File: src/spqa_pkg.sv
// Shared types, codes and defaults for the sorted priority queue with aging.
package spqa_pkg;

  localparam int QUEUE_DEPTH_DEF  = 16;
  localparam int TOP_PRIORITY_DEF = 15;
  localparam int ID_BITS_DEF      = 10;
  localparam int PRIO_W           = 4;
  localparam int STATUS_W         = 2;

  localparam logic ACT_INSERT   = 1'b0;
  localparam logic ACT_RETRIEVE = 1'b1;

  typedef enum logic [STATUS_W-1:0] {
    ST_OK       = 2'd0,
    ST_FULL     = 2'd1,
    ST_EMPTY    = 2'd2,
    ST_BAD_PRIO = 2'd3
  } status_e;

  typedef enum logic [2:0] {
    OP_NONE,
    OP_LOAD,
    OP_INS_START,
    OP_INS_STEP,
    OP_INS_PLACE,
    OP_RET_START,
    OP_RET_HEAD,
    OP_AGE_STEP
  } dp_op_e;

  typedef struct packed {
    dp_op_e op;
  } spqa_cmd_t;

  typedef struct packed {
    logic reject;
    logic retrieve;
    logic empty;
    logic stop;
    logic last;
    logic one_left;
  } spqa_stat_t;

endpackage

File: src/sorted_priority_queue_aging.sv
// Top level of the sorted priority queue with aging.
//
//  channel   handshake          ports
//  --------  -----------------  ---------------------------------------------
//  command   start_i / busy_o   action_i, entry_id_i, entry_priority_i
//  result    done_o (strobe)    head_id_o, status_o, occupancy_o
//
// A transaction is taken when start_i is high and busy_o is low; busy_o stays
// high until the result strobe has been shown, so one transaction runs at a time.
// A rejected item or an insert into an empty queue goes straight to the result; any
// other insert first walks past the entries of greater priority, and a retrieve
// ages the entries left;
// the walk and the aging pass visit one slot per cycle through the slot RAM port.
// Reset clears the controller state, pointers and count only; the slot RAM is not cleared.
// The strobe lasts one cycle and is not held off by the receiver.
module sorted_priority_queue_aging import spqa_pkg::*; #(
  parameter int QUEUE_DEPTH  = QUEUE_DEPTH_DEF,
  parameter int TOP_PRIORITY = TOP_PRIORITY_DEF,
  parameter int ID_BITS      = ID_BITS_DEF
) (
  input  logic                             clk_i,
  input  logic                             rst_ni,
  input  logic                             start_i,
  output logic                             busy_o,
  input  logic                             action_i,
  input  logic [ID_BITS-1:0]               entry_id_i,
  input  logic [PRIO_W-1:0]                entry_priority_i,
  output logic                             done_o,
  output logic [ID_BITS-1:0]               head_id_o,
  output logic [STATUS_W-1:0]              status_o,
  output logic [$clog2(QUEUE_DEPTH+1)-1:0] occupancy_o
);

  spqa_cmd_t  cmd;
  spqa_stat_t stat;
  logic       ctrl_busy;

  spqa_ctrl u_ctrl (
    .clk_i  (clk_i),
    .rst_ni (rst_ni),
    .start_i(start_i),
    .stat_i (stat),
    .cmd_o  (cmd),
    .busy_o (ctrl_busy),
    .done_o (done_o)
  );

  spqa_dp #(
    .QUEUE_DEPTH (QUEUE_DEPTH),
    .TOP_PRIORITY(TOP_PRIORITY),
    .ID_BITS     (ID_BITS)
  ) u_dp (
    .clk_i           (clk_i),
    .rst_ni          (rst_ni),
    .cmd_i           (cmd),
    .stat_o          (stat),
    .action_i        (action_i),
    .entry_id_i      (entry_id_i),
    .entry_priority_i(entry_priority_i),
    .head_id_o       (head_id_o),
    .status_o        (status_o),
    .occupancy_o     (occupancy_o)
  );

  assign busy_o = ctrl_busy;

endmodule

File: src/spqa_ram.sv
// Generic single-write, single-read RAM with registered read data.
module spqa_ram #(
  parameter int WIDTH = 8,
  parameter int DEPTH = 16
) (
  input  logic                     clk_i,
  input  logic                     we_i,
  input  logic [$clog2(DEPTH)-1:0] waddr_i,
  input  logic [WIDTH-1:0]         wdata_i,
  input  logic                     re_i,
  input  logic [$clog2(DEPTH)-1:0] raddr_i,
  output logic [WIDTH-1:0]         rdata_o
);

  logic [WIDTH-1:0] mem_q [DEPTH];
  logic [WIDTH-1:0] rdata_q;

  always_ff @(posedge clk_i) begin
    if (we_i) begin
      mem_q[waddr_i] <= wdata_i;
    end
    if (re_i) begin
      rdata_q <= mem_q[raddr_i];
    end
  end

  assign rdata_o = rdata_q;

endmodule

File: src/spqa_dp.sv
// Datapath: ring pointers, slot memory, sorted-insert walk and aging pass.
module spqa_dp import spqa_pkg::*; #(
  parameter int QUEUE_DEPTH  = QUEUE_DEPTH_DEF,
  parameter int TOP_PRIORITY = TOP_PRIORITY_DEF,
  parameter int ID_BITS      = ID_BITS_DEF
) (
  input  logic                               clk_i,
  input  logic                               rst_ni,
  input  spqa_cmd_t                          cmd_i,
  output spqa_stat_t                         stat_o,
  input  logic                               action_i,
  input  logic [ID_BITS-1:0]                 entry_id_i,
  input  logic [PRIO_W-1:0]                  entry_priority_i,
  output logic [ID_BITS-1:0]                 head_id_o,
  output logic [STATUS_W-1:0]                status_o,
  output logic [$clog2(QUEUE_DEPTH+1)-1:0]   occupancy_o
);

  localparam int AW = $clog2(QUEUE_DEPTH);
  localparam int CW = $clog2(QUEUE_DEPTH + 1);
  localparam int DW = ID_BITS + PRIO_W;

  function automatic logic [AW-1:0] ring_next(input logic [AW-1:0] p);
    logic [AW-1:0] r;
    r = (p == AW'(QUEUE_DEPTH - 1)) ? '0 : p + AW'(1);
    return r;
  endfunction

  function automatic logic [AW-1:0] ring_prev(input logic [AW-1:0] p);
    logic [AW-1:0] r;
    r = (p == '0) ? AW'(QUEUE_DEPTH - 1) : p - AW'(1);
    return r;
  endfunction

  logic [AW-1:0]      head_q, head_d;
  logic [AW-1:0]      tail_q, tail_d;
  logic [CW-1:0]      count_q, count_d;
  logic [AW-1:0]      pos_q, pos_d;
  logic [CW-1:0]      walked_q, walked_d;
  logic               act_q, act_d;
  logic [ID_BITS-1:0] id_q, id_d;
  logic [PRIO_W-1:0]  prio_q, prio_d;
  status_e            status_q, status_d;
  logic [ID_BITS-1:0] head_id_q, head_id_d;

  logic               we;
  logic [AW-1:0]      waddr;
  logic [DW-1:0]      wdata;
  logic               re;
  logic [AW-1:0]      raddr;
  logic [DW-1:0]      rdata;
  logic [ID_BITS-1:0] rd_id;
  logic [PRIO_W-1:0]  rd_prio;
  logic [PRIO_W-1:0]  aged_prio;
  status_e            check_status;

  spqa_ram #(
    .WIDTH(DW),
    .DEPTH(QUEUE_DEPTH)
  ) u_slots (
    .clk_i  (clk_i),
    .we_i   (we),
    .waddr_i(waddr),
    .wdata_i(wdata),
    .re_i   (re),
    .raddr_i(raddr),
    .rdata_o(rdata)
  );

  assign rd_id     = rdata[DW-1:PRIO_W];
  assign rd_prio   = rdata[PRIO_W-1:0];
  assign aged_prio = (rd_prio > PRIO_W'(1)) ? rd_prio - PRIO_W'(1) : rd_prio;

  always_comb begin
    if (action_i == ACT_INSERT) begin
      if (entry_priority_i == '0 || int'(entry_priority_i) > TOP_PRIORITY) begin
        check_status = ST_BAD_PRIO;
      end else if (count_q == CW'(QUEUE_DEPTH)) begin
        check_status = ST_FULL;
      end else begin
        check_status = ST_OK;
      end
    end else if (count_q == '0) begin
      check_status = ST_EMPTY;
    end else begin
      check_status = ST_OK;
    end
  end

  always_comb begin
    head_d    = head_q;
    tail_d    = tail_q;
    count_d   = count_q;
    pos_d     = pos_q;
    walked_d  = walked_q;
    act_d     = act_q;
    id_d      = id_q;
    prio_d    = prio_q;
    status_d  = status_q;
    head_id_d = head_id_q;
    we        = 1'b0;
    waddr     = pos_q;
    wdata     = rdata;
    re        = 1'b0;
    raddr     = head_q;
    unique case (cmd_i.op)
      OP_LOAD: begin
        act_d     = action_i;
        id_d      = entry_id_i;
        prio_d    = entry_priority_i;
        status_d  = check_status;
        head_id_d = '0;
        pos_d     = tail_q;
        walked_d  = '0;
      end
      OP_INS_START: begin
        re    = 1'b1;
        raddr = ring_prev(pos_q);
      end
      OP_INS_STEP: begin
        we       = 1'b1;
        wdata    = rdata;
        re       = 1'b1;
        raddr    = ring_prev(ring_prev(pos_q));
        pos_d    = ring_prev(pos_q);
        walked_d = walked_q + CW'(1);
      end
      OP_INS_PLACE: begin
        we      = 1'b1;
        wdata   = {id_q, prio_q};
        tail_d  = ring_next(tail_q);
        count_d = count_q + CW'(1);
      end
      OP_RET_START: begin
        re    = 1'b1;
        raddr = head_q;
      end
      OP_RET_HEAD: begin
        head_id_d = rd_id;
        head_d    = ring_next(head_q);
        count_d   = count_q - CW'(1);
        pos_d     = ring_next(head_q);
        walked_d  = '0;
        re        = 1'b1;
        raddr     = ring_next(head_q);
      end
      OP_AGE_STEP: begin
        we       = 1'b1;
        wdata    = {rd_id, aged_prio};
        re       = 1'b1;
        raddr    = ring_next(pos_q);
        pos_d    = ring_next(pos_q);
        walked_d = walked_q + CW'(1);
      end
      default: begin
      end
    endcase
  end

  always_ff @(posedge clk_i or negedge rst_ni) begin
    if (!rst_ni) begin
      head_q  <= '0;
      tail_q  <= '0;
      count_q <= '0;
    end else begin
      head_q  <= head_d;
      tail_q  <= tail_d;
      count_q <= count_d;
    end
  end

  always_ff @(posedge clk_i) begin
    pos_q     <= pos_d;
    walked_q  <= walked_d;
    act_q     <= act_d;
    id_q      <= id_d;
    prio_q    <= prio_d;
    status_q  <= status_d;
    head_id_q <= head_id_d;
  end

  assign stat_o.reject   = (status_q != ST_OK);
  assign stat_o.retrieve = (act_q == ACT_RETRIEVE);
  assign stat_o.empty    = (count_q == '0);
  assign stat_o.stop     = (rd_prio <= prio_q);
  assign stat_o.last     = ((walked_q + CW'(1)) == count_q);
  assign stat_o.one_left = (count_q == CW'(1));

  assign head_id_o   = head_id_q;
  assign status_o    = status_q;
  assign occupancy_o = count_q;

endmodule

File: src/spqa_ctrl.sv
// Controller: sequences the check, insert walk, retrieve and aging pass.
module spqa_ctrl import spqa_pkg::*; (
  input  logic       clk_i,
  input  logic       rst_ni,
  input  logic       start_i,
  input  spqa_stat_t stat_i,
  output spqa_cmd_t  cmd_o,
  output logic       busy_o,
  output logic       done_o
);

  typedef enum logic [6:0] {
    S_IDLE      = 7'b0000001,
    S_CHECK     = 7'b0000010,
    S_INS_WALK  = 7'b0000100,
    S_INS_PLACE = 7'b0001000,
    S_RET_HEAD  = 7'b0010000,
    S_AGE       = 7'b0100000,
    S_RESP      = 7'b1000000
  } state_e;

  state_e state_q, state_d;

  always_comb begin
    state_d   = state_q;
    cmd_o.op  = OP_NONE;
    unique case (state_q)
      S_IDLE: begin
        if (start_i) begin
          cmd_o.op = OP_LOAD;
          state_d  = S_CHECK;
        end
      end
      S_CHECK: begin
        if (stat_i.reject) begin
          state_d = S_RESP;
        end else if (stat_i.retrieve) begin
          cmd_o.op = OP_RET_START;
          state_d  = S_RET_HEAD;
        end else if (stat_i.empty) begin
          cmd_o.op = OP_INS_PLACE;
          state_d  = S_RESP;
        end else begin
          cmd_o.op = OP_INS_START;
          state_d  = S_INS_WALK;
        end
      end
      S_INS_WALK: begin
        if (stat_i.stop) begin
          cmd_o.op = OP_INS_PLACE;
          state_d  = S_RESP;
        end else begin
          cmd_o.op = OP_INS_STEP;
          if (stat_i.last) begin
            state_d = S_INS_PLACE;
          end
        end
      end
      S_INS_PLACE: begin
        cmd_o.op = OP_INS_PLACE;
        state_d  = S_RESP;
      end
      S_RET_HEAD: begin
        cmd_o.op = OP_RET_HEAD;
        state_d  = stat_i.one_left ? S_RESP : S_AGE;
      end
      S_AGE: begin
        cmd_o.op = OP_AGE_STEP;
        if (stat_i.last) begin
          state_d = S_RESP;
        end
      end
      S_RESP: begin
        state_d = S_IDLE;
      end
      default: begin
        state_d = S_IDLE;
      end
    endcase
  end

  always_ff @(posedge clk_i or negedge rst_ni) begin
    if (!rst_ni) begin
      state_q <= S_IDLE;
    end else begin
      state_q <= state_d;
    end
  end

  assign busy_o = (state_q != S_IDLE);
  assign done_o = (state_q == S_RESP);

endmodule

File: config.mk
export PLATFORM = sky130hd
export DESIGN_NAME = sorted_priority_queue_aging
export DESIGN_NICKNAME = d
export VERILOG_FILES = /design/src/spqa_pkg.sv /design/src/sorted_priority_queue_aging.sv /design/src/spqa_ram.sv /design/src/spqa_dp.sv /design/src/spqa_ctrl.sv
export SDC_FILE = /design/constraint.sdc
export NUM_CORES = 1
export LEC_CHECK = 0
export BUFFER_PORTS_ARGS = -buffer_cell sky130_fd_sc_hd__buf_2
export CAP_MARGIN = 15
export CORE_MARGIN = 3
export CORE_UTILIZATION = 45
export DETAILED_ROUTE_END_ITERATION = 7
export GPL_TIMING_DRIVEN = 0
export PLACE_DENSITY = 0.61
export SKIP_CTS_REPAIR_TIMING = 1
export SYNTH_ARGS = -nofsm -noshare
export SYNTH_HDL_FRONTEND = slang
export SYNTH_SLANG_ARGS = --single-unit
File: constraint.sdc
create_clock -name clk_i -period 4.3 [get_ports clk_i]
set_input_delay 0 -clock clk_i [delete_from_list [all_inputs] [get_ports clk_i]]
set_output_delay 0 -clock clk_i [all_outputs]
set_load 0.005 [all_outputs]
After elaboration in Yosys (flattened, before gate mapping)
Memories as Yosys holds them, arrays and structs flattened. A register that Yosys moved wholly into a read port is not among the register bits.
Cells that the tools add are included.
{"block": "totals", "regBits": 56, "mem_bits_rw": 224, "memories": 1, "word_cells": 96, "inputBits": 18}
{"name": "u_dp.u_slots.mem_q", "words": 16, "word_bits": 14, "read_ports": 1, "rd_ports_with_merged_regs": 1, "write_ports": 1, "line": "spqa_ram.sv:15", "rtl": "logic [WIDTH-1:0] mem_q [DEPTH];"}
{"block": "op_classes", "n_lt_le_gt_ge": 2, "n_addsub": 9, "n_reduce_logical": 14, "n_mux": 35, "eq_ne": 24}
{"operator": "$mux W7", "count": 8}
{"operator": "$pmux W7 S6", "count": 1}
{"operator": "$pmux W4 S4", "count": 2}
{"operator": "$pmux W14 S2", "count": 1}
{"operator": "$mux W4", "count": 6}
{"operator": "$pmux W10 S2", "count": 1}
{"operator": "$pmux W5 S2", "count": 2}
{"operator": "$pmux W3 S6", "count": 1}
{"operator": "$add A4 B1 Y4 const B", "count": 3}
{"operator": "$eq A3 B3 Y1 const B", "count": 4}
{"operator": "$eq A4 B4 Y1 const B", "count": 3}
{"operator": "$logic_not A4 Y1", "count": 3}
{"operator": "$mux W3", "count": 4}
{"operator": "$sub A4 B1 Y4 const B", "count": 3}
{"operator": "$add A5 B1 Y5 const B", "count": 2}
{"operator": "$reduce_bool A2 Y1", "count": 4}
{"operator": "$eq A7 B1 Y1 const B", "count": 1}
{"operator": "$eq A7 B2 Y1 const B", "count": 1}
{"operator": "$eq A7 B3 Y1 const B", "count": 1}
{"operator": "$eq A7 B4 Y1 const B", "count": 1}
{"operator": "$eq A7 B5 Y1 const B", "count": 1}
{"operator": "$eq A7 B6 Y1 const B", "count": 1}
{"operator": "$eq A7 B7 Y1 const B", "count": 1}
{"operator": "$ne A7 B1 Y1 const B", "count": 1}
{"operator": "other kinds (18)", "count": 28}

Logic depth before layout (Yosys ltp)
{"block": "logic_depth", "depth_word": 10, "ltp_mapped": 13}

Hierarchy
From an unflattened synthesis, not the netlist that was laid out.
{"block": "hier_totals", "hier_cells": 739, "area_unflattened_um2": 12421.9}
{"module": "spqa_ram", "cells_per_inst": 379, "seq_area_each_um2": 7146.9, "area_per_inst_um2": 8903.5, "n_inst": 1}
{"module": "spqa_dp", "cells_per_inst": 302, "seq_area_each_um2": 1406.3, "area_per_inst_um2": 3002.9, "n_inst": 1}
{"module": "spqa_ctrl", "cells_per_inst": 58, "seq_area_each_um2": 176.4, "area_per_inst_um2": 515.5, "n_inst": 1}

Worst setup path before layout
No wires, ideal clock.
{"block": "synth_path", "path_kind": "register to register", "from": "reg u_dp.u_slots.rdata_q[1], in the netlist u_dp.u_slots.rdata_o[1] (read register of u_dp.u_slots.mem_q)", "to": "mem u_dp.u_slots.mem_q[0][0] in the netlist's numbering (enable)", "path_buffers": 3, "stages_incl_launch_ff": 12, "slack_ps": -260, "setup_ps": 421, "arrival_time_ps": 4138, "synth_period_minus_slack_ps": 4560, "cell_sequence": "edfxtp_1 ha_1 nor2b_1 o211a_1 o21a_1 buf_4 nor3_1 o31a_1 buf_2 a21boi_1 clkbuf_1 nor4_1"}
{"block": "synth_via", "elab_chain_cells": 8, "elab_cells_between_ends": 10}
{"item": "start, declared", "line": "spqa_ram.sv:16", "rtl": "logic [WIDTH-1:0] rdata_q;"}
{"item": "$le A4 B4 Y1 (*)", "line": "spqa_dp.sv:185", "rtl": "assign stat_o.stop = (rd_prio <= prio_q);"}
{"item": "$mux W3 (*)", "line": "spqa_ctrl.sv:49", "rtl": "if (stat_i.stop) begin"}
{"item": "$pmux W3 S6 (*)", "line": "spqa_ctrl.sv:27", "rtl": "unique case (state_q)"}
{"item": "$eq A3 B3 Y1 or $eq A3 B2 Y1 (tied branches)", "line": "spqa_dp.sv:106", "rtl": "unique case (cmd_i.op)"}
{"item": "$reduce_or A3 Y1 (no line) (*)"}
{"item": "$mux W1 (*)", "line": "spqa_dp.sv:106"}
{"item": "$mux W1 (*)", "line": "spqa_ram.sv:19", "rtl": "if (we_i) begin"}
{"item": "$mux W1 (not written as such) (*)", "line": "spqa_ram.sv:20", "rtl": "mem_q[waddr_i] <= wdata_i;"}
{"item": "end, declared", "line": "spqa_ram.sv:15"}
Mark *: on every way between the ends. The rest lies on a longest branch, timed or not.

Worst setup path after layout
{"block": "layout_path", "from": "reg u_dp.u_slots.rdata_q[1], in the netlist u_dp.u_slots.rdata_o[1] (read register of u_dp.u_slots.mem_q)", "to": "mem u_dp.u_slots.mem_q[10][1] in the netlist's numbering (enable)"}
Same word-level chain as after synthesis.

==> results.json <==
{
  "final_antenna_net_count": 0,
  "start_util": 0.464,
  "coreArea_mm2": 0.0292,
  "drc": 0,
  "tritoncts": "built",
  "overflow": 0,
  "status": "finished, final reports clean",
  "cts_root_buf": "clkbuf_16",
  "setup_violations": 0,
  "ir_drop_mv": 0.323,
  "arrival_ns": 4.37,
  "dpl.cell_count": 1430,
  "hold_start": "entry_id_i[9]",
  "first_iter_violations": 917,
  "die-height_um": 179,
  "ys_warn_count": 0,
  "nets": 1142,
  "yosysTopAreaCell": "edfxtp_1",
  "synth.most_common_cell": "edfxtp_1",
  "leakage_nw": 5.61,
  "drtPass1Iterations": 5,
  "hold_viol_final": 0,
  "synth-compound-area-share": 0.149,
  "max_slew.worst_pin.slew_ns": 0.956,
  "r2r_start": "u_dp.u_slots.rdata_o[1]$_DFFE_PP_",
  "cts.reportedPaths.clkPinSlew_ns": 0.06,
  "wl_per_cell_um": 24.0,
  "ys.flop_type": "edfxtp_1",
  "worstSetupStartpointType": "flop",
  "r2r_setup_slack_ns": 0.21,
  "io_pins": 37,
  "layout_min_cycle_time_ns": 4.09,
  "io_buffers": 36,
  "synth-xor-area-share": 0.0129,
  "via_per_inst": 5.97,
  "yosysSeqAreaShare": 0.645,
  "crit_path_end_kind": "flop",
  "vias": 9009,
  "finalNonFillerCells": 1508,
  "n_antenna_cell": 0,
  "track_usage": 0.217,
  "dieArea_mm2": 0.0322,
  "critPathMaxFanout": 10,
  "power.density_mw_per_mm2": 531,
  "reg2reg_depth": 12,
  "drt-total-wl_um": 36200,
  "gp_congestion": 0.907,
  "critical_path_class": "flop to flop",
  "yosys.area.top_type_share": 0.608,
  "ys_types": 79,
  "synth_edf_count": 274,
  "synthTopCellsByCount": "edfxtp_1, o211ai_1, inv_1",
  "drive_gt1_frac": 0.162,
  "die_w_um": 179,
  "cts_buffers": 31,
  "fin_util": 0.539,
  "max_freq_ghz": 0.245,
  "cts_buffer_depth": 3,
  "cap_viol_max_count": 0,
  "required_ns": 4.58,
  "maxSlewViolCount": 0,
  "syn-cell-area_mm2": 0.0135,
  "grt_first_pass_wirelength_um": 53600,
  "cts_sinks": 294,
  "grt_max_degree": 21,
  "p_total_mw": 8.35,
  "antenna_found_initial": 1,
  "synthTopCellsByArea": "edfxtp_1, o211ai_1, dfrtp_1",
  "synth-simple-area-share": 0.0979,
  "synth_top_family_by_area": "compound AO/OA/AOI/OAI gates",
  "period_share": 0.950,
  "holdPathEnd": "u_dp.id_q[9]$_DFFE_PN_",
  "hold_path_class": "input port to flop",
  "cts.htree.levels": 1,
  "syn_inst": 993,
  "dp_hpwl_um": 24600,
  "synth-async-reset-ratio": 0.0680,
  "synthMuxAreaShare": 0.0307,
  "relSlewSlack": 0.357,
  "synth.net_count": 1030,
  "finalSetupTns_ns": 0,
  "syn_avg_cell_area_um2": 13.6,
  "insertion_delay_ns": 0.57,
  "finalClockSkew_ns": 0.0109,
  "row_count": 62,
  "holdPathStages": 2,
  "timing.rr.end": "u_dp.u_slots.mem_q[10][1]$_DFFE_PP_",
  "yosys.area_share.adder": 0.0176,
  "grt_pass1_vias": 8484,
  "area_delta_synth_final_pct": 16.0,
  "yosys_register_bits": 294
}
[cells in the final DEF, fill, tap and decap left out, types with 19 or more instances in the layout]
| cell type | synthesis | routed |
|---|---|---|
| mux2i_1 | 28 | 28 |
| dfrtp_1 | 19 | 19 |
| edfxtp_1 | 274 | 274 |
| o211ai_1 | 116 | 116 |
| ha_1 | 19 | 19 |
| clkbuf_16 | 0 | 31 |
| nand2_1 | 19 | 19 |
| a2111o_1 | 28 | 28 |
| buf_2 | 27 | 64 |
| nand4_1 | 44 | 44 |
| clkbuf_1 | 35 | 40 |
| inv_1 | 73 | 73 |
| dlygate4sd3_1 | 0 | 19 |
| nor2b_1 | 36 | 36 |
| a221oi_1 | 28 | 28 |
| nor2_1 | 31 | 30 |
[kinds of logic after synthesis]
kind of cell,Yosys count
DFF,294
AOI/OAI and AO/OA,252
and+or+nand+nor,221
adders and majority gates,19
xor gates and xnor gates,20
muxes,40
buffers and inverters,147
[metal layers]
layer	GRT usage	wire, um	vias up
met1	0.333	16600	4455
met3	0.0376	2780	55
met5	0	0	-
li1	-	-	4134
met4	0.0610	1040	0
met2	0.319	15800	365
[per-stage QoR]
step / hold slack [ns] / area, um^2 / worst slack [ns]
floorplan: -0.296 / 13500 / 0.00177
global placement: -0.0151 / 14200 / -1.51
detailed placement: -0.00945 / 14500 / -0.591
CTS: -0.618 / 15400 / -0.624
global route: 0.145 / 15700 / -0.00377
finish: 0.152 / 15700 / 0.215
[worst max-delay path by stage]
stage                                                       to  slack (ns)                         startpoint  cells past startpoint
final                      u_dp.u_slots.mem_q[10][1]$_DFFE_PP_        0.21  u_dp.u_slots.rdata_o[1]$_DFFE_PP_                     12
after global routing      u_dp.u_slots.mem_q[10][13]$_DFFE_PP_      -0.004  u_dp.u_slots.rdata_o[3]$_DFFE_PP_                     12
after CTS                   u_dp.u_slots.mem_q[7][9]$_DFFE_PP_       -0.62  u_dp.u_slots.rdata_o[1]$_DFFE_PP_                     12
after detailed placement    u_dp.u_slots.mem_q[7][9]$_DFFE_PP_       -0.59  u_dp.u_slots.rdata_o[1]$_DFFE_PP_                     12
after global placement      u_dp.u_slots.mem_q[6][7]$_DFFE_PP_       -1.51  u_dp.u_slots.rdata_o[1]$_DFFE_PP_                     11
after floorplan            u_dp.u_slots.mem_q[10][0]$_DFFE_PP_       0.002  u_dp.u_slots.rdata_o[1]$_DFFE_PP_                     11
[layout make-up]
type / instances / area (um^2)
fill: 2485 / 13500
sequential: 294 / 8730
multi-input combinational: 552 / 4320
clock buffer: 38 / 802
timing repair buffer: 79 / 604
tap: 384 / 480
buffer: 74 / 372
inverter: 73 / 274
clock inverter: 14 / 128
[where the power goes]
part | internal (mW) | total (mW) | switching (mW)
combinational | 0.740 | 2.30 | 1.56
sequential | 3.42 | 3.55 | 0.130
clock | 1.43 | 2.50 | 1.07
[worst max-delay path, cell delays in order (launching register included)]
cell	delay, ns
edfxtp_1	0.44
ha_1	0.33
nor2b_1	0.13
o211a_1	0.28
o21a_1	0.21
buf_4	0.18
nor3_4	0.41
o31a_1	0.20
buf_2	0.22
a21boi_1	0.24
clkbuf_2	0.44
nor3b_4	0.50
buf_6	0.21
[registers in the layout, indices dropped and copies added, names as in the netlist]
| signal | flops |
|---|---|
| u_dp.u_slots.mem_q | 224 |
| u_dp.u_slots.rdata_o | 14 |
| u_dp.head_id_o | 10 |
| u_dp.id_q | 10 |
| u_ctrl.state_q | 7 |
| u_dp.occupancy_o | 5 |
| u_dp.walked_q | 5 |
| u_dp.head_q | 4 |
| u_dp.pos_q | 4 |
| u_dp.prio_q | 4 |
| u_dp.tail_q | 4 |
| u_dp.status_o | 2 |
| u_dp.act_q | 1 |
No activity file was read; power rests on OpenSTA's default activity.
